$ cat src/rtl/core/uart_register_frame_master_defines.svh
`ifndef UART_REGISTER_FRAME_MASTER_DEFINES_SVH
`define UART_REGISTER_FRAME_MASTER_DEFINES_SVH

// Assertions sample on clk and stay off while rst_n is low.
`ifndef SYNTH
`define URFM_ASSERT(label, prop, msg) \
    label: assert property (@(posedge clk) disable iff (!rst_n) (prop)) else $error(msg);
`define URFM_ASSERT_NEXT(label, cond, conseq, msg) \
    label: assert property (@(posedge clk) disable iff (!rst_n) (cond) |=> (conseq)) \
        else $error(msg);
`else
`define URFM_ASSERT(label, prop, msg)
`define URFM_ASSERT_NEXT(label, cond, conseq, msg)
`endif

`endif

$ cat src/rtl/core/urfm_pkg.sv
package urfm_pkg;

    localparam logic [7:0] SYNC_BYTE = 8'hFE;
    localparam logic [7:0] READ_FLAG = 8'h80;

    localparam logic [1:0] MODE_WRITE = 2'd0;
    localparam logic [1:0] MODE_READ  = 2'd1;
    localparam logic [1:0] MODE_RX    = 2'd2;
    localparam logic [1:0] MODE_TICK  = 2'd3;

    localparam logic [2:0] ST_OK        = 3'd0;
    localparam logic [2:0] ST_WRITE_ACK = 3'd1;
    localparam logic [2:0] ST_TMO_MSB   = 3'd2;
    localparam logic [2:0] ST_TMO_LSB   = 3'd3;
    localparam logic [2:0] ST_TMO_CHECK = 3'd4;
    localparam logic [2:0] ST_CHECKSUM  = 3'd5;

    localparam int MAX_RESULTS = 5;

    typedef struct packed {
        logic [2:0]                   count;
        logic                         done;
        logic [MAX_RESULTS-1:0][7:0]  bytes;
        logic [2:0]                   status;
        logic [15:0]                  read_data;
    } urfm_frame_t;

endpackage

$ cat src/rtl/core/urfm_core.sv
module urfm_core import urfm_pkg::*;
(
    input  logic              clk,
    input  logic              rst_n,
    input  logic              accept,
    input  logic [1:0]        mode,
    input  logic [6:0]        reg_address,
    input  logic [15:0]       write_value,
    input  logic [7:0]        rx_byte,
    input  logic [15:0]       timeout_ticks,
    output urfm_frame_t       frame
);

    localparam logic [2:0] PH_IDLE       = 3'd0;
    localparam logic [2:0] PH_WAIT_ACK   = 3'd1;
    localparam logic [2:0] PH_READ_MSB   = 3'd2;
    localparam logic [2:0] PH_READ_LSB   = 3'd3;
    localparam logic [2:0] PH_READ_CHECK = 3'd4;

    logic [2:0]  phase_reg, phase_next;
    logic [7:0]  expected_check_reg, expected_check_next;
    logic [7:0]  high_byte_reg, high_byte_next;
    logic [7:0]  low_byte_reg, low_byte_next;
    logic [15:0] wait_count_reg, wait_count_next;

    logic [7:0]  addr_byte;
    logic [7:0]  read_addr;
    logic [7:0]  write_check;
    logic [7:0]  read_sum;
    logic [15:0] wait_inc;

    assign addr_byte   = {1'b0, reg_address};
    assign read_addr   = addr_byte | READ_FLAG;
    assign write_check = write_value[15:8] + write_value[7:0] + addr_byte;
    assign read_sum    = high_byte_reg + low_byte_reg;
    assign wait_inc    = (wait_count_reg == 16'hFFFF) ? wait_count_reg
                                                      : wait_count_reg + 16'd1;

    always_comb
    begin
        phase_next          = phase_reg;
        expected_check_next = expected_check_reg;
        high_byte_next      = high_byte_reg;
        low_byte_next       = low_byte_reg;
        wait_count_next     = wait_count_reg;
        frame               = '0;
        case (mode)
            MODE_WRITE, MODE_READ:
            begin
                if (phase_reg == PH_IDLE)
                begin
                    wait_count_next = '0;
                    if (mode == MODE_WRITE)
                    begin
                        frame.count         = 3'd5;
                        frame.bytes         = {write_check, write_value[7:0],
                                               write_value[15:8], addr_byte, SYNC_BYTE};
                        expected_check_next = write_check;
                        phase_next          = PH_WAIT_ACK;
                    end
                    else
                    begin
                        frame.count         = 3'd3;
                        frame.bytes         = {8'd0, 8'd0, read_addr, read_addr, SYNC_BYTE};
                        expected_check_next = read_addr;
                        phase_next          = PH_READ_MSB;
                    end
                end
            end
            MODE_RX:
            begin
                if (phase_reg != PH_IDLE)
                begin
                    wait_count_next = '0;
                    case (phase_reg)
                        PH_WAIT_ACK:
                        begin
                            frame.count  = 3'd1;
                            frame.done   = 1'b1;
                            frame.status = (rx_byte == expected_check_reg) ? ST_OK
                                                                           : ST_WRITE_ACK;
                            phase_next   = PH_IDLE;
                        end
                        PH_READ_MSB:
                        begin
                            high_byte_next = rx_byte;
                            phase_next     = PH_READ_LSB;
                        end
                        PH_READ_LSB:
                        begin
                            low_byte_next = rx_byte;
                            phase_next    = PH_READ_CHECK;
                        end
                        default:
                        begin
                            frame.count = 3'd1;
                            frame.done  = 1'b1;
                            if (read_sum == rx_byte)
                            begin
                                frame.status    = ST_OK;
                                frame.read_data = {high_byte_reg, low_byte_reg};
                            end
                            else
                            begin
                                frame.status = ST_CHECKSUM;
                            end
                            phase_next = PH_IDLE;
                        end
                    endcase
                end
            end
            default:
            begin
                if (phase_reg != PH_IDLE)
                begin
                    wait_count_next = wait_inc;
                    if (wait_inc >= timeout_ticks)
                    begin
                        frame.count     = 3'd1;
                        frame.done      = 1'b1;
                        phase_next      = PH_IDLE;
                        wait_count_next = '0;
                        case (phase_reg)
                            PH_WAIT_ACK: frame.status = ST_WRITE_ACK;
                            PH_READ_MSB: frame.status = ST_TMO_MSB;
                            PH_READ_LSB: frame.status = ST_TMO_LSB;
                            default:     frame.status = ST_TMO_CHECK;
                        endcase
                    end
                end
            end
        endcase
    end

    always_ff @(posedge clk or negedge rst_n)
    begin
        if (!rst_n)
        begin
            phase_reg          <= PH_IDLE;
            expected_check_reg <= '0;
            high_byte_reg      <= '0;
            low_byte_reg       <= '0;
            wait_count_reg     <= '0;
        end
        else if (accept)
        begin
            phase_reg          <= phase_next;
            expected_check_reg <= expected_check_next;
            high_byte_reg      <= high_byte_next;
            low_byte_reg       <= low_byte_next;
            wait_count_reg     <= wait_count_next;
        end
    end

endmodule

$ cat src/rtl/core/urfm_emit.sv
`include "uart_register_frame_master_defines.svh"

module urfm_emit import urfm_pkg::*;
(
    input  logic              clk,
    input  logic              rst_n,
    input  logic              load,
    input  urfm_frame_t       frame_in,
    output logic              load_ready,
    output logic              m_tvalid,
    input  logic              m_tready,
    output logic [31:0]       m_tdata,
    output logic              m_tlast,
    output logic              m_tuser
);

    logic [2:0]                  count_reg, count_next;
    logic                        done_reg;
    logic [MAX_RESULTS-1:0][7:0] bytes_reg;
    logic [2:0]                  status_reg;
    logic [15:0]                 read_data_reg;
    logic                        pop;

    assign m_tvalid   = (count_reg != 3'd0);
    assign pop        = m_tvalid && m_tready;
    assign m_tlast    = (count_reg == 3'd1);
    assign m_tuser    = done_reg;
    assign m_tdata    = {5'd0, read_data_reg, status_reg, bytes_reg[0]};
    assign load_ready = !m_tvalid || (pop && m_tlast);

    always_comb
    begin
        count_next = count_reg;
        if (load)
            count_next = frame_in.count;
        else if (pop)
            count_next = count_reg - 3'd1;
    end

    always_ff @(posedge clk or negedge rst_n)
    begin
        if (!rst_n)
            count_reg <= '0;
        else
            count_reg <= count_next;
    end

    // shift the next byte to transfer into the low slot
    always_ff @(posedge clk)
    begin
        if (load)
        begin
            done_reg      <= frame_in.done;
            bytes_reg     <= frame_in.bytes;
            status_reg    <= frame_in.status;
            read_data_reg <= frame_in.read_data;
        end
        else if (pop)
        begin
            bytes_reg <= {8'd0, bytes_reg[MAX_RESULTS-1:1]};
        end
    end

    `URFM_ASSERT(a_count_range, count_reg <= 3'd5, "result count out of range")
    `URFM_ASSERT(a_load_free, !load || count_reg == 3'd0 || (count_reg == 3'd1 && m_tready), "frame loaded over pending results")
    `URFM_ASSERT(a_done_single, !(m_tvalid && done_reg) || count_reg == 3'd1, "completion not a single result")
    `URFM_ASSERT_NEXT(a_pop_step, pop && !load && count_reg > 3'd1, count_reg == $past(count_reg) - 3'd1, "result count did not advance")

endmodule

$ cat src/rtl/core/uart_register_frame_master.sv
// Register-access frame engine for a serial link. Each transfer on the s_ side is one event:
// start write, start read, a received byte or a timer tick. A start emits its frame bytes
// on the m_ side (five for a write, three for a read, tuser 0, tlast on the final byte), and a
// finished transaction emits one completion (tuser 1) with status and read data. Events are
// accepted one per cycle while no results are pending; an event that yields N results holds
// s_tready low until N results have been transferred, released in the cycle the last one goes,
// as the output side holds a single frame. Starts while busy and bytes or ticks while idle
// produce nothing. timeout_ticks (cfg_wdata, reset 5) may be written at any time.
module uart_register_frame_master import urfm_pkg::*;
(
    input  logic        clk,
    input  logic        rst_n,
    input  logic        cfg_we,
    input  logic [15:0] cfg_wdata,
    input  logic        s_tvalid,
    output logic        s_tready,
    input  logic [31:0] s_tdata,   // reg_address[6:0], write_value[22:7], rx_byte[30:23], 0
    input  logic [1:0]  s_tuser,   // mode[1:0]
    output logic        m_tvalid,
    input  logic        m_tready,
    output logic [31:0] m_tdata,   // tx_byte[7:0], status[10:8], read_data[26:11], 0
    output logic        m_tlast,
    output logic        m_tuser    // kind[0]
);

    logic [15:0] timeout_reg;
    logic        accept;
    urfm_frame_t frame;

    assign accept = s_tvalid && s_tready;

    always_ff @(posedge clk or negedge rst_n)
    begin
        if (!rst_n)
            timeout_reg <= 16'd5;
        else if (cfg_we)
            timeout_reg <= cfg_wdata;
    end

    urfm_core u_core
    (
        .clk           (clk),
        .rst_n         (rst_n),
        .accept        (accept),
        .mode          (s_tuser),
        .reg_address   (s_tdata[6:0]),
        .write_value   (s_tdata[22:7]),
        .rx_byte       (s_tdata[30:23]),
        .timeout_ticks (timeout_reg),
        .frame         (frame)
    );

    urfm_emit u_emit
    (
        .clk        (clk),
        .rst_n      (rst_n),
        .load       (accept),
        .frame_in   (frame),
        .load_ready (s_tready),
        .m_tvalid   (m_tvalid),
        .m_tready   (m_tready),
        .m_tdata    (m_tdata),
        .m_tlast    (m_tlast),
        .m_tuser    (m_tuser)
    );

endmodule

$ cat config.mk
export PLATFORM = sky130hd
export DESIGN_NAME = uart_register_frame_master
export DESIGN_NICKNAME = d
export VERILOG_FILES = /design/src/rtl/core/urfm_pkg.sv /design/src/rtl/core/urfm_core.sv /design/src/rtl/core/urfm_emit.sv /design/src/rtl/core/uart_register_frame_master.sv
export VERILOG_INCLUDE_DIRS = /design/src /design/src/rtl/core
export SDC_FILE = /design/constraint.sdc
export NUM_CORES = 1
export LEC_CHECK = 0
export ABC_AREA = 1
export BUFFER_PORTS_ARGS = -buffer_cell sky130_fd_sc_hd__buf_2
export CORE_MARGIN = 1
export CORE_UTILIZATION = 40
export DETAILED_ROUTE_END_ITERATION = 8
export HOLD_SLACK_MARGIN = 0.02
export PLACE_DENSITY = 0.59
export SETUP_SLACK_MARGIN = 0.1
export SYNTH_ARGS = -nofsm -noshare
export SYNTH_HDL_FRONTEND = slang
export SYNTH_HIERARCHICAL = 1
export SYNTH_SLANG_ARGS = --single-unit
$ cat constraint.sdc
create_clock -name clk -period 2.5 [get_ports clk]
set_input_delay 0.5 -clock clk [delete_from_list [all_inputs] [get_ports clk]]
set_output_delay 0.5 -clock clk [all_outputs]
set_load 0.05 [all_outputs]
=== Word level (Yosys, flattened, before mapping) ===
Index checks and enable logic that the tools add are counted.

* Output and inout port bits: 36
* Bits of input ports: 55
* Register bits after elaboration: 122
* Word-level logic and storage cells: 95

* Order comparisons: 1
* Equal/unequal tests: 11
* Mux-type cells: 39
* Add/sub/neg operators: 5
* Reduce and logical (&&, ||, !) cells: 21
* Bitwise operators: 3

{| class="wikitable"
|+ Operator list
! operator !! count
|-
| $mux W40 || 5
|-
| $mux W16 || 7
|-
| $mux W3 || 11
|-
| $pmux W16 S2 || 1
|-
| $pmux W3 S2 || 5
|-
| $mux W19 || 1
|-
| $add A16 B1 Y16 const B || 1
|-
| $add A8 B8 Y8 || 2
|-
| $eq A16 B16 Y1 const B || 1
|-
| $eq A8 B8 Y1 || 2
|-
| $ge A16 B16 Y1 || 1
|-
| $reduce_and A4 Y1 || 3
|-
| $pmux W3 S3 || 1
|-
| $reduce_bool A3 Y1 || 3
|-
| $add A8 B7 Y8 || 1
|-
| $mux W4 || 2
|-
| $mux W8 || 1
|-
| $eq A3 B1 Y1 const B || 2
|-
| $eq A3 B2 Y1 const B || 2
|-
| $mux W2 || 3
|-
| $reduce_or A6 Y1 || 1
|-
| $reduce_and A5 Y1 || 1
|-
| $ne A2 B1 Y1 const B || 2
|-
| $reduce_bool A2 Y1 || 2
|-
| other kinds (14) || 19
|}

=== Depth between registers and ports, before layout ===
Gate-level depths: netlist (run 1).

* Depth in word-level cells: 7
* Gate-level depth with buffers: 25
* Mapped depth without buffers: 25

=== Hierarchy ===
The synthesis (run 1) kept the hierarchy.

{| class="wikitable"
|+ By module, submodules not included
! module !! cells each !! area each (sq um) !! times used !! seq. area each (sq um)
|-
| urfm_core || 636 || 4319.1 || 1 || 1076.0
|-
| urfm_emit || 229 || 2656.3 || 1 || 1876.8
|-
| uart_register_frame_master || 70 || 654.4 || 1 || 402.9
|}

=== Least setup slack after synthesis (run 1) ===
Ideal clock, no wire load.

* Path type: register -> register
* From: register u_emit.count_reg[0]
* To: register u_emit/bytes_reg[10] (netlist bit), enable pin
* Setup slack: -1.178 ns
* Library setup time: 0.360 ns
* Stages on the path, launching flop included: 10
* Path buffers: 0
* Clock period less this slack: 3.678 ns
* Arrival time: 3.317 ns
* Required time: 2.140 ns
* Path through: dfrtp_1 > inv_1 > ha_1 > nand2_4 > nand2_4 > o21ai_0 > nand2_1 > inv_1 > inv_2 > nand2_4

* Cells in the longest elaborated chain, start to end: 6

{| class="wikitable"
|+ Ends and longest elaborated chain
! item !! RTL line !! source
|-
| from (decl) || urfm_emit.sv:17 || <nowiki>logic [2:0] count_reg, count_next;</nowiki>
|-
| from (signal assigned) || urfm_emit.sv:45 || <nowiki>count_reg <= count_next;</nowiki>
|-
| $reduce_bool A3 Y1 * || urfm_emit.sv:24 || <nowiki>assign m_tvalid = (count_reg != 3'd0);</nowiki>
|-
| named net m_tvalid || uart_register_frame_master.sv:19 || <nowiki>output logic m_tvalid,</nowiki>
|-
| $logic_and A1 B1 Y1 || urfm_emit.sv:25 || <nowiki>assign pop = m_tvalid && m_tready;</nowiki>
|-
| $logic_and A1 B1 Y1 || urfm_emit.sv:29 || <nowiki>assign load_ready = !m_tvalid || (pop && m_tlast);</nowiki>
|-
| $logic_or A1 B1 Y1 * || urfm_emit.sv:29 ||
|-
| named net s_tready || uart_register_frame_master.sv:16 || <nowiki>output logic s_tready,</nowiki>
|-
| $logic_and A1 B1 Y1 * || uart_register_frame_master.sv:30 || <nowiki>assign accept = s_tvalid && s_tready;</nowiki>
|-
| named net accept || uart_register_frame_master.sv:27 || <nowiki>logic accept;</nowiki>
|-
| $reduce_bool A2 Y1 (no line) * || n/a ||
|-
| to (signal assigned) || urfm_emit.sv:54 || <nowiki>bytes_reg <= frame_in.bytes;</nowiki>
|-
| to (signal assigned) || urfm_emit.sv:60 || <nowiki>bytes_reg <= {8'd0, bytes_reg[MAX_RESULTS-1:1]};</nowiki>
|-
| to (decl) || urfm_emit.sv:19 || <nowiki>logic [MAX_RESULTS-1:0][7:0] bytes_reg;</nowiki>
|}

Mark *: on every way through the listed nets, which the timed path passes. The rest lies on a longest branch.
A chain may end at the register's enable or synchronous reset.

==> results of run 1 <==
worst max path at each step:
stage,startpoint,endpoint,slack [ns],cells past startpoint
2_1_floorplan,u_core/wait_count_reg[0]$_DFFE_PN0P_,u_emit/count_reg[0]$_DFFE_PN0P_,-0.17,25
3_3_place_gp,u_core/wait_count_reg[1]$_DFFE_PN0P_,u_emit/status_reg[0]$_DFFE_PP_,-0.35,20
3_5_place_dp,u_core/wait_count_reg[1]$_DFFE_PN0P_,u_emit/status_reg[0]$_DFFE_PP_,-0.37,20
4_1_cts,u_core/wait_count_reg[1]$_DFFE_PN0P_,u_emit/status_reg[0]$_DFFE_PP_,-0.25,16
5_1_grt,u_core/wait_count_reg[1]$_DFFE_PN0P_,u_emit/count_reg[0]$_DFFE_PN0P_,-0.53,19
6_report,u_core/wait_count_reg[0]$_DFFE_PN0P_,u_emit/status_reg[0]$_DFFE_PP_,-0.31,20
cell families after synthesis:
family	Yosys count	share of synthesized area [%]
adders and majority gates	42	7.773
other	2	0.09843
buffers and inverters	164	10.59
xor gates and xnor gates	18	2.165
and+or+nand+nor	494	28.35
DFF	122	43.98
AOI/OAI and AO/OA	93	7.035
worst reg2reg max path, stage by stage, from the launching register on:
cell                      delay, ns
sky130_fd_sc_hd__dfrtp_2       0.40
sky130_fd_sc_hd__ha_4          0.18
sky130_fd_sc_hd__inv_4         0.04
sky130_fd_sc_hd__nor3_4        0.17
sky130_fd_sc_hd__inv_2         0.06
sky130_fd_sc_hd__nor2_4        0.12
sky130_fd_sc_hd__inv_2         0.07
sky130_fd_sc_hd__nor2_8        0.13
sky130_fd_sc_hd__buf_8         0.16
sky130_fd_sc_hd__a21oi_4       0.05
sky130_fd_sc_hd__inv_2         0.05
sky130_fd_sc_hd__ha_1          0.24
sky130_fd_sc_hd__nand2_1       0.08
sky130_fd_sc_hd__nand2_1       0.05
sky130_fd_sc_hd__nand2_1       0.05
sky130_fd_sc_hd__nand2_1       0.07
sky130_fd_sc_hd__a21oi_2       0.18
sky130_fd_sc_hd__nand3_4       0.14
sky130_fd_sc_hd__buf_6         0.15
sky130_fd_sc_hd__nand4_1       0.09
sky130_fd_sc_hd__nand3_1       0.07
through the flow:
stage                     cells  hold slack, ns
final                      1315         0.09903
after global routing       1314          0.1314
after CTS                  1314          0.1064
after detailed placement   1279          0.4589
after global placement     1279          0.4567
after floorplan             939          0.2044
routing by layer:
layer / part of all wire (%) / vias to the layer above
met4: 0.93 / 0
li1: - / 3216
met3: 3.7 / 12
met1: 48 / 2764
met2: 47 / 129
met5: 0 / -
cell type report:
type                    instances  area (µm²)  area share [%]
diodes                          1       2.502         0.02632
clock inverters                15       198.9           2.092
clock buffers                  17       425.4           4.474
inverters                     123       485.5           5.105
flip-flops and latches        122        3357           35.30
well taps                     234       292.8           3.079
multi-input cells             653        3759           39.53
repair buffers                150       988.4           10.39
what timing repair did:
action                     CTS  global route
buffers inserted             3             0
pin swaps                    7            10
cloned                       0             0
setup endpoints to repair   24            34
gates resized for setup     29            38
cell usage in the layout (no fill, tap or decap), drive strengths merged:
cell type and count:
fa 9, nand2 337, inv 124, clkinvlp 3, ha 33, nand3 36
o21ai 51, buf 150, xnor2 6, a2bb2oi 2, xor2 12, a21o 2
conb 6, dfrtp 60, nor3 15, bufinv 4, clkbuf 17, or2 3
edfxtp 60, a21boi 2, o22ai 4, dfstp 2, nor4 3, diode 1
nor2 90, a21oi 29, clkinv 7, o21bai 3, nand4 10
power groups by stage:
stage | sequential (mW) | combinational (mW) | clock, mW
finish | 3.14 | 3.52 | 2.62
global route | 3.21 | 3.92 | 2.75
CTS | 3.14 | 3.43 | 2.66
detailed placement | 3.17 | 3.32 | 0
global placement | 3.16 | 3.29 | 0
floorplan | 3.30 | 2.37 | 0
==> impl_metrics.py, run 1 <==
metrics = {
    "run_status": {
        "status": "finished with violations",
        "violations": "setup timing",
    },
    "grt": {
        "grt_overflow_total": 0,
        "grt_pass1_wl_um": 28770,
        "global_route.usage.met1_pct": 25.55,
        "global_route.usage.met3_pct": 3.248,
        "global_route.usage.total_pct": 18.55,
        "number_of_antenna_violations_at_the_first_check_in_global_routing": 0,
        "grtUsageMet2_pct": 29.63,
        "grt_start_max_net_pins": 46,
        "first_global_vias": 5864,
        "top_usage_layer": "met2",
    },
    "pwr": {
        "switching_power_mw": 3.538,
        "power_leakage_nw": 4.821,
        "clock_power_share_pct": 28.2,
        "comb_power_share_pct": 37.9,
        "ir_worst_vdd_uv": 536.9,
        "power.switching_fraction_pct": 38.18,
        "p_int_mw": 5.729,
        "cell_pwr_density_nw_per_um2": 974.5,
        "power_mw": 9.267,
        "power_frac_seq_pct": 33.8,
    },
    "worst_setup_path": {
        "path_common_cell": "sky130_fd_sc_hd__nand2_1",
        "r2r_slack_ns": -0.31,
        "cp_capture_type": "flop",
        "critical_path.max_stage_delay_ns": 0.40,
        "worstPathMaxFanout": 6,
        "slowest_stage_cell_on_the_critical_path": "sky130_fd_sc_hd__dfrtp_2",
        "worst_setup_path_start_kind": "flop",
        "required_time_of_the_critical_path_ns": 2.66,
        "rr_startpoint": "u_core/wait_count_reg[0]$_DFFE_PN0P_",
        "critical-path-top-delay-family": "simple AND/OR/NAND/NOR gates",
        "critical_path_buf_inv_count": 6,
        "timing.critical_path.arrival_ns": 2.96,
        "timing.reg2reg.worst_path_depth": 20,
        "crit_type": "flop to flop",
        "critical_path.cell_chain": "ha_4 > inv_4 > nor3_4 > inv_2 > nor2_4 > inv_2 > nor2_8 > buf_8 > a21oi_4 > inv_2 > ha_1 > nand2_1 > nand2_1 > nand2_1 > nand2_1 > a21oi_2 > nand3_4 > buf_6 > nand4_1 > nand3_1",
        "worstReg2RegEnd": "u_emit/status_reg[0]$_DFFE_PP_",
    },
    "clock_network": {
        "clkSlewWorstSetupHoldPaths_ns": 0.06,
        "tritoncts_clock_tree": "yes",
        "htree_levels": 4,
        "cts_max_path_buffers": 2,
        "total_of_hold_buffers_inserted_after_clock_tree_synthesis": 0,
        "cts_sinks": 122,
        "cts-root-buf": "sky130_fd_sc_hd__clkbuf_16",
        "tritoncts.num_buffers": 17,
        "skew_pair_late_insertion_delay_ns": 0.41,
    },
    "sta": {
        "final_period_minus_worst_setup_slack_ns": 2.808,
        "part_of_the_cycle_the_worst_path_needs_pct": 112.3,
        "timing_worst_slew_pin_value_ns": 0.6272,
        "fin_setup_tns_ns": -6.271,
        "hold_viol": 0,
        "finalMaxSlewViolations": 0,
        "rsz0062_at_grt": "true",
        "maxSlewHeadroom_pct": 58.18,
        "skew_ns": 0.009524,
        "crit_path_setup_slack_layout_ns": -0.3080,
        "setup_viol": 24,
        "fmax_ghz": 0.3561,
    },
    "layout": {
        "nNetsFinal": 1164,
        "postLayoutCoreUtil_pct": 50.84,
        "area_growth_syn_to_layout_pct": 24.63,
        "fin_area_um2": 9509,
        "number_of_flip_flops_under_the_largest_register_name": 32,
        "fill_cells": 1746,
        "post_route_cells_drive_above_1_share_pct": 28.70,
    },
    "floorplanning": {
        "pin_count": 91,
        "core_area_um2": 18710,
        "die_area_um2": 19630,
        "floorplan.die.width_um": 140.1,
        "fp-row-count": 50,
        "starting_density_pct": 40.79,
        "die_height_um": 140.1,
    },
    "logic_synthesis": {
        "synth_area_leaders": "sky130_fd_sc_hd__edfxtp_1 (24%), sky130_fd_sc_hd__dfrtp_1 (20%), sky130_fd_sc_hd__nand2_1 (16%), sky130_fd_sc_hd__ha_1 (5.4%), sky130_fd_sc_hd__inv_1 (5.4%)",
        "synthArstFlopShare_pct": 50.82,
        "syn_area_um2": 7630,
        "synth.top_cells.by_count": "sky130_fd_sc_hd__nand2_1 (324), sky130_fd_sc_hd__inv_1 (109), sky130_fd_sc_hd__nor2_1 (70)",
        "post_synth_inst_count": 935,
        "synth-edff-count": 60,
        "yosysMostFrequentCell": "sky130_fd_sc_hd__nand2_1",
        "postSynthAreaPerCell_um2": 8.160,
        "yosys.area.top_type": "sky130_fd_sc_hd__edfxtp_1",
        "synth_ff_type": "sky130_fd_sc_hd__edfxtp_1",
        "yosys_warnings": 6,
        "synth.distinct_cells": 47,
        "netlist.area_leader.share_pct": 23.61,
        "synth_sequential_area_ratio_pct": 43.98,
        "yosys_register_bits": 122,
    },
    "placed_design": {
        "postPlaceCellArea_um2": 8622,
        "place_congestion": 0.9010,
        "port-buffer-count": 84,
        "post-place-ws_ns": -0.3699,
        "dp.final_hpwl_um": 12400,
    },
    "detailed_routing": {
        "antenna_left": 0,
        "post-route-drc-count": 0,
        "detail_route.first_pass.iterations": 5,
        "route.detailed.wl_per_inst_um": 12.90,
        "via_total_after_detailed_routing": 6121,
        "detail_route.wirelength_um": 16970,
        "viasPerCell": 4.655,
        "dr.first_iter.drc_count": 317,
    },
    "hold_path": {
        "hold_path.class": "input port to async pin",
    },
    "flow_run": {
        "cap_viol_max_count": 0,
    },
}
Power figures use the tool's default switching activity.
==> run 2: changes to the inputs <==
ABC_AREA = 0   (was 1)
==> run 2 against run 1 <==
  * First-iteration DRC count is 6.9% lower
  * Power rose by 0.38%
  * The run still ends with setup timing left
  * Synthesized cell count shrank 30%
  * Maximum frequency is 7.5% lower
  * Critical path depth is 7 lower
  * Global-route usage grew 1.2 points
  * Highest routed layer unchanged
  * Area after synthesis decreased by 5.1%
==> impl_metrics.py, run 2 <==
metrics = {
    "floorplanning": {
        "starting_density_pct": 41.44,
        "die_height_um": 136.6,
        "floorplan.die.width_um": 136.6,
        "fp-row-count": 48,
        "pin_count": 91,
        "core_area_um2": 17480,
        "die_area_um2": 18650,
    },
    "layout": {
        "final_common_cell": "sky130_fd_sc_hd__buf_4",
        "post_route_cells_drive_above_1_share_pct": 42.94,
        "fill_cells": 1497,
        "final_cell_count_no_fill": 1062,
        "number_of_flip_flops_under_the_largest_register_name": 32,
        "layout.cells.most_common_list": "sky130_fd_sc_hd__buf_4 (107), sky130_fd_sc_hd__buf_2 (82), sky130_fd_sc_hd__dfrtp_1 (60), sky130_fd_sc_hd__edfxtp_1 (60), sky130_fd_sc_hd__nand2_1 (48)",
        "area_growth_syn_to_layout_pct": 33.26,
        "multi_input_area_um2": 3906,
        "layout.area.seq_um2": 3356,
        "nNetsFinal": 920,
    },
    "logic_synthesis": {
        "synth_sequential_area_ratio_pct": 46.34,
        "synth-edff-count": 60,
        "synthArstFlopShare_pct": 50.82,
        "synth.top_cells.by_count": "sky130_fd_sc_hd__dfrtp_1 (60), sky130_fd_sc_hd__edfxtp_1 (60), sky130_fd_sc_hd__nand2_1 (53)",
        "synth.distinct_cells": 62,
        "postSynthAreaPerCell_um2": 11.14,
        "syn_area_um2": 7242,
        "synth_area_leaders": "sky130_fd_sc_hd__edfxtp_1 (25%), sky130_fd_sc_hd__dfrtp_1 (21%), sky130_fd_sc_hd__mux2_2 (5.9%), sky130_fd_sc_hd__ha_1 (5.7%), sky130_fd_sc_hd__xnor2_1 (3.5%)",
        "post_synth_inst_count": 650,
        "yosys_warnings": 6,
        "netlist.area_leader.share_pct": 24.88,
        "yosys_register_bits": 122,
        "synth_ff_type": "sky130_fd_sc_hd__edfxtp_1",
        "yosys.area.top_type": "sky130_fd_sc_hd__edfxtp_1",
    },
    "run_status": {
        "violations": "setup timing",
        "status": "finished with violations",
    },
    "sta": {
        "crit_path_setup_slack_layout_ns": -0.5352,
        "skew_ns": 0.01029,
        "hold_viol": 0,
        "maxSlewHeadroom_pct": 60.85,
        "final_period_minus_worst_setup_slack_ns": 3.035,
        "fmax_ghz": 0.3295,
        "timing_worst_slew_pin_value_ns": 0.5873,
        "rsz0062_at_grt": "true",
        "part_of_the_cycle_the_worst_path_needs_pct": 121.4,
        "setup_viol": 40,
        "finalMaxSlewViolations": 0,
    },
    "clock_network": {
        "htree_levels": 4,
        "cts_max_path_buffers": 2,
        "cts-root-buf": "sky130_fd_sc_hd__clkbuf_16",
        "tritoncts_clock_tree": "yes",
        "skew_pair_late_insertion_delay_ns": 0.42,
        "clkSlewWorstSetupHoldPaths_ns": 0.06,
        "cts_sinks": 122,
        "total_of_hold_buffers_inserted_after_clock_tree_synthesis": 0,
        "tritoncts.num_buffers": 17,
    },
    "detailed_routing": {
        "via_total_after_detailed_routing": 5560,
        "detail_route.wirelength_um": 17670,
        "route.detailed.wl_per_inst_um": 16.63,
        "detail_route.first_pass.iterations": 4,
        "antenna_left": 0,
        "post-route-drc-count": 0,
        "dr.first_iter.drc_count": 295,
        "viasPerCell": 5.235,
    },
    "placed_design": {
        "post-place-ws_ns": -0.7658,
        "dp.final_hpwl_um": 12110,
        "placed_cells_incl_taps": 998,
        "port-buffer-count": 84,
        "place_congestion": 0.8765,
    },
    "grt": {
        "grt_pass1_wl_um": 27900,
        "grt_start_max_net_pins": 63,
        "grt_overflow_total": 0,
        "global_route.usage.total_pct": 19.70,
        "first_global_vias": 5686,
        "number_of_antenna_violations_at_the_first_check_in_global_routing": 0,
    },
    "pwr": {
        "cell_pwr_density_nw_per_um2": 963.9,
        "clock_power_share_pct": 26.3,
        "power_frac_seq_pct": 34.6,
        "ir_worst_vdd_uv": 807.7,
        "comb_power_share_pct": 39.1,
        "power.switching_fraction_pct": 36.66,
        "switching_power_mw": 3.411,
        "p_int_mw": 5.892,
        "power_leakage_nw": 4.383,
    },
    "flow_run": {
        "cap_viol_max_count": 0,
    },
    "hold_path": {
        "hold_path.class": "input port to async pin",
    },
    "worst_setup_path": {
        "worst_setup_path_start_kind": "flop",
        "cp_capture_type": "flop",
        "crit_type": "flop to flop",
        "required_time_of_the_critical_path_ns": 2.75,
        "worstPathMaxFanout": 7,
        "timing.critical_path.arrival_ns": 3.29,
    },
}
run 2: cell families after synthesis:
kind of cell	after synthesis	share of synthesized area [%]
buf+inv	84	5.978
simple gates	194	14.10
mux	70	11.35
xor+xnor	38	4.596
flops	122	46.34
compound gates	98	9.347
other cells	2	0.1037
fa+ha+maj	42	8.189
run 2: repair_timing:
action	in CTS	in global routing
resized for setup	22	44
gates cloned	1	0
pin swaps	27	29
buffers inserted	20	11
endpoints found under the setup margin	41	43
run 2: path summary, 6_finish.rpt:
kind                                                          startpoint                                        to  slack, ns  cells past startpoint
worst max-delay path                u_core/wait_count_reg[7]$_DFFE_PN0P_            u_emit/status_reg[2]$_DFFE_PP_      -0.54                     13
worst min-delay path                                               rst_n                timeout_reg[9]$_DFFE_PN0P_       0.10                      2
worst max register to register      u_core/wait_count_reg[7]$_DFFE_PN0P_            u_emit/status_reg[2]$_DFFE_PP_      -0.54                     13
worst min register to register  u_core/expected_check_reg[6]$_DFFE_PN0P_  u_core/expected_check_reg[6]$_DFFE_PN0P_       0.51                      1
max in group asynchronous                                          rst_n                timeout_reg[2]$_DFFE_PN1P_       2.08                      2
min in group clk                                            cfg_wdata[8]                timeout_reg[8]$_DFFE_PN0P_       0.31                      2
run 2: area by class of cell:
class	instances	area share, %
diodes	1	0.02593
clock buffers	17	4.408
clock inverters	15	1.673
inverters	35	1.387
multi-input cells	448	40.48
flip-flops and latches	122	34.77
well taps	225	2.917
repair buffers	199	14.34
run 2: through the flow:
stage | total power [mW] | area (µm²) | hold WS (ns) | util, % | setup TNS [ns]
floorplan | 5.748 | 7420 | 0.2044 | - | -11.61
global placement | 6.496 | 8464 | 0.4906 | 48.43 | -15.61
detailed placement | 6.600 | 8464 | 0.4964 | 48.43 | -18.13
CTS | 9.182 | 9335 | 0.09851 | 53.41 | -16.00
global route | 9.796 | 9648 | 0.1117 | 55.20 | -19.32
finish | 9.302 | 9651 | 0.1014 | 55.22 | -15.17
run 2: layer usage:
layer	global-route usage, %	vias to the layer above	share of wire (%)
li1	-	2663	-
met1	23.93	2726	43
met2	33.98	137	51
met3	4.296	34	4.0
met4	7.531	0	2.4
met5	0	-	0
run 2: worst max-delay path, stage by stage (launching register included):
cell and delay [ns]:
sky130_fd_sc_hd__dfrtp_1 0.35, sky130_fd_sc_hd__and3_4 0.21, sky130_fd_sc_hd__nand4_4 0.11, sky130_fd_sc_hd__buf_6 0.16
sky130_fd_sc_hd__nor4_4 0.26, sky130_fd_sc_hd__and3_1 0.20, sky130_fd_sc_hd__mux2_1 0.37, sky130_fd_sc_hd__ha_4 0.29
sky130_fd_sc_hd__o2111ai_2 0.14, sky130_fd_sc_hd__o21ai_2 0.19, sky130_fd_sc_hd__a21oi_4 0.06, sky130_fd_sc_hd__a21bo_2 0.23
sky130_fd_sc_hd__buf_4 0.15, sky130_fd_sc_hd__a211oi_2 0.15
run 2: power by group through the flow:
stage	Clock, mW	Combinational [mW]	Sequential [mW]
2_1_floorplan	0	2.31	3.44
6_report	2.45	3.64	3.22
3_5_place_dp	0	3.36	3.24
3_3_place_gp	0	3.28	3.21
4_1_cts	2.52	3.45	3.22
5_1_grt	2.60	3.91	3.29
==> run 3: changes to the inputs <==
BUFFER_PORTS_ARGS = -buffer_cell sky130_fd_sc_hd__clkbuf_2   (was -buffer_cell sky130_fd_sc_hd__buf_2)
GPL_ROUTABILITY_DRIVEN = 0   (was default)
==> run 3 against run 2 <==
  * The flow still finishes with violations (setup timing)
  * Count of clock-buffer cells in the layout increased by 1
  * Non-clock buffer count increased by 8
  * Core utilization increased by 0.14 points
  * Register-to-register slack got worse by 0.09 ns
  * Sequential cell count unchanged
  * Power decreased by 1.5%
  * Sequential share of layout area decreased by 0.085 points
  * Final cell count increased by 0.66%
  * Critical endpoint is now u_core/wait_count_reg[5]$_DFFE_PN0P_
  * Highest routed layer unchanged
==> impl_metrics.py, run 3 (same netlist as run 2, synthesis figures left out) <==
metrics = {
    "run_status": {
        "status": "finished with violations",
        "violations": "setup timing",
    },
    "grt": {
        "grt_overflow_total": 0,
        "grt_start_max_net_pins": 41,
        "number_of_antenna_violations_at_the_first_check_in_global_routing": 0,
        "grt_pass1_wl_um": 28940,
        "first_global_vias": 5983,
        "global_route.usage.total_pct": 20.31,
    },
    "floorplanning": {
        "starting_density_pct": 41.44,
        "core_area_um2": 17480,
        "pin_count": 91,
        "die_area_um2": 18650,
        "floorplan.die.width_um": 136.6,
        "fp-row-count": 48,
        "die_height_um": 136.6,
    },
    "clock_network": {
        "cts-root-buf": "sky130_fd_sc_hd__clkbuf_16",
        "htree_levels": 4,
        "cts_max_path_buffers": 2,
        "total_of_hold_buffers_inserted_after_clock_tree_synthesis": 0,
        "cts_sinks": 122,
        "tritoncts_clock_tree": "yes",
        "clkSlewWorstSetupHoldPaths_ns": 0.06,
        "tritoncts.num_buffers": 17,
        "skew_pair_late_insertion_delay_ns": 0.42,
    },
    "pwr": {
        "cell_pwr_density_nw_per_um2": 946.9,
        "power_mw": 9.161,
        "power_leakage_nw": 4.396,
        "ir_worst_vdd_uv": 628.4,
    },
    "worst_setup_path": {
        "slowest_stage_cell_on_the_critical_path": "sky130_fd_sc_hd__dfrtp_1",
        "rr_startpoint": "u_core/wait_count_reg[5]$_DFFE_PN0P_",
        "cp_capture_type": "flop",
        "worstReg2RegEnd": "u_core/wait_count_reg[5]$_DFFE_PN0P_",
        "worstPathMaxFanout": 7,
        "critical-path-top-delay-family": "buffers and inverters",
        "timing.critical_path.to": "u_core/wait_count_reg[5]$_DFFE_PN0P_",
        "timing.critical_path.from": "u_core/wait_count_reg[5]$_DFFE_PN0P_",
        "r2r_slack_ns": -0.62,
        "timing.critical_path.arrival_ns": 3.45,
        "crit_cells": 20,
        "path_common_cell": "sky130_fd_sc_hd__buf_4",
        "timing.reg2reg.worst_path_depth": 20,
        "critical_path.cell_chain": "and4_1 > nand2_2 > or3_4 > nand4_1 > buf_4 > buf_4 > buf_4 > buf_4 > buf_4 > buf_4 > buf_4 > buf_4 > buf_4 > buf_4 > buf_4 > buf_4 > buf_4 > buf_4 > buf_4 > o22ai_2",
        "worst_setup_path_start_kind": "flop",
        "required_time_of_the_critical_path_ns": 2.83,
        "crit_type": "flop to flop",
        "critical_path.max_stage_delay_ns": 0.37,
        "critical_path_buf_inv_count": 15,
    },
    "hold_path": {
        "hold_path.class": "input port to async pin",
    },
    "sta": {
        "rsz0062_at_grt": "true",
        "fmax_ghz": 0.3204,
        "hold_viol": 0,
        "skew_ns": 0.01172,
        "timing_worst_slew_pin_value_ns": 0.7517,
        "part_of_the_cycle_the_worst_path_needs_pct": 124.9,
        "crit_path_setup_slack_layout_ns": -0.6215,
        "setup_viol": 40,
        "final_period_minus_worst_setup_slack_ns": 3.121,
        "finalMaxSlewViolations": 0,
        "fin_setup_tns_ns": -13.57,
        "maxSlewHeadroom_pct": 49.89,
    },
    "detailed_routing": {
        "route.detailed.wl_per_inst_um": 17.06,
        "detail_route.first_pass.iterations": 4,
        "antenna_left": 0,
        "viasPerCell": 5.215,
        "via_total_after_detailed_routing": 5575,
        "post-route-drc-count": 0,
        "dr.first_iter.drc_count": 348,
        "detail_route.wirelength_um": 18230,
    },
    "layout": {
        "final_common_cell": "sky130_fd_sc_hd__buf_4",
        "nNetsFinal": 928,
        "post_route_cells_drive_above_1_share_pct": 42.54,
        "layout.cells.most_common_list": "sky130_fd_sc_hd__buf_4 (109), sky130_fd_sc_hd__clkbuf_2 (81), sky130_fd_sc_hd__dfrtp_1 (60), sky130_fd_sc_hd__edfxtp_1 (60), sky130_fd_sc_hd__nand2_1 (44)",
        "diodes": 0,
        "fill_cells": 1473,
        "area_growth_syn_to_layout_pct": 33.59,
        "number_of_flip_flops_under_the_largest_register_name": 32,
        "fin_area_um2": 9674,
    },
    "flow_run": {
        "cap_viol_max_count": 0,
    },
    "placed_design": {
        "dp.final_hpwl_um": 12180,
        "postPlaceCellArea_um2": 8472,
        "port-buffer-count": 84,
    },
}
==> run 3: changes by cell type in the layout (fill, tap and decap cells not counted), moves of 3 or more <==
| cell | delta |
|---|---|
| sky130_fd_sc_hd__buf_2 | -82 |
| sky130_fd_sc_hd__inv_6 | -4 |
| sky130_fd_sc_hd__o21ai_1 | +4 |
| sky130_fd_sc_hd__buf_6 | +4 |
| sky130_fd_sc_hd__and2_1 | +11 |
| sky130_fd_sc_hd__xnor2_1 | +3 |
| sky130_fd_sc_hd__clkbuf_2 | +81 |
| sky130_fd_sc_hd__nand2_1 | -4 |
| sky130_fd_sc_hd__and2_4 | -11 |
==> run 3: routing by layer <==
| metal | track usage, % | wire, µm | vias to the layer above |
|---|---|---|---|
| met5 | 0 | 0 | - |
| li1 | - | - | 2677 |
| met2 | 35.28 | 9560 | 96 |
| met4 | 8.457 | 357 | 0 |
| met1 | 23.94 | 7774 | 2777 |
| met3 | 4.815 | 542 | 25 |
==> run 3: layout make-up <==
cell class                      count  area [µm²]  share of cell area (%)
Multi-Input combinational cell    448        3847                   39.77
Tap cell                          225       281.5                   2.910
Inverter                           35       133.9                   1.384
Clock inverter                     14       148.9                   1.539
Timing Repair Buffer              207        1478                   15.27
Clock buffer                       18       429.2                   4.436
Sequential cell                   122        3356                   34.69
==> run 3: timing repair <==
item                       in CTS  in global routing
setup endpoints to repair      41                 43
buffers inserted               28                 10
pin swaps                      26                 36
gates resized for setup        39                 32
cloned                          1                  0
==> run 3: stage by stage <==
step | util (%) | worst slack (ns) | hold slack [ns] | instances
5_1_grt | 55.36 | -0.7122 | 0.1749 | 1069
4_1_cts | 54.27 | -0.5780 | 0.1560 | 1060
3_3_place_gp | 48.48 | -0.6973 | 0.4961 | 999
3_5_place_dp | 48.48 | -0.7482 | 0.4983 | 999
6_report | 55.36 | -0.6215 | 0.1438 | 1069
2_1_floorplan | - | -0.6083 | 0.2044 | 654
==> run 3: worst min path at each step <==
stage / cells past startpoint / to / slack [ns] / start
after floorplan: 0 / timeout_reg[10]$_DFFE_PN0P_ / 0.20 / rst_n
after global placement: 1 / timeout_reg[14]$_DFFE_PN0P_ / 0.50 / timeout_reg[14]$_DFFE_PN0P_
after detailed placement: 1 / timeout_reg[5]$_DFFE_PN0P_ / 0.50 / timeout_reg[5]$_DFFE_PN0P_
after CTS: 1 / timeout_reg[8]$_DFFE_PN0P_ / 0.16 / rst_n
after global routing: 1 / timeout_reg[8]$_DFFE_PN0P_ / 0.17 / rst_n
final: 1 / timeout_reg[8]$_DFFE_PN0P_ / 0.14 / rst_n
==> run 3: power breakdown <==
part / switching [mW] / internal (mW)
Sequential: 0.299 / 2.92
Clock: 0.936 / 1.47
Combinational: 2.10 / 1.44
Total: 3.33 / 5.83
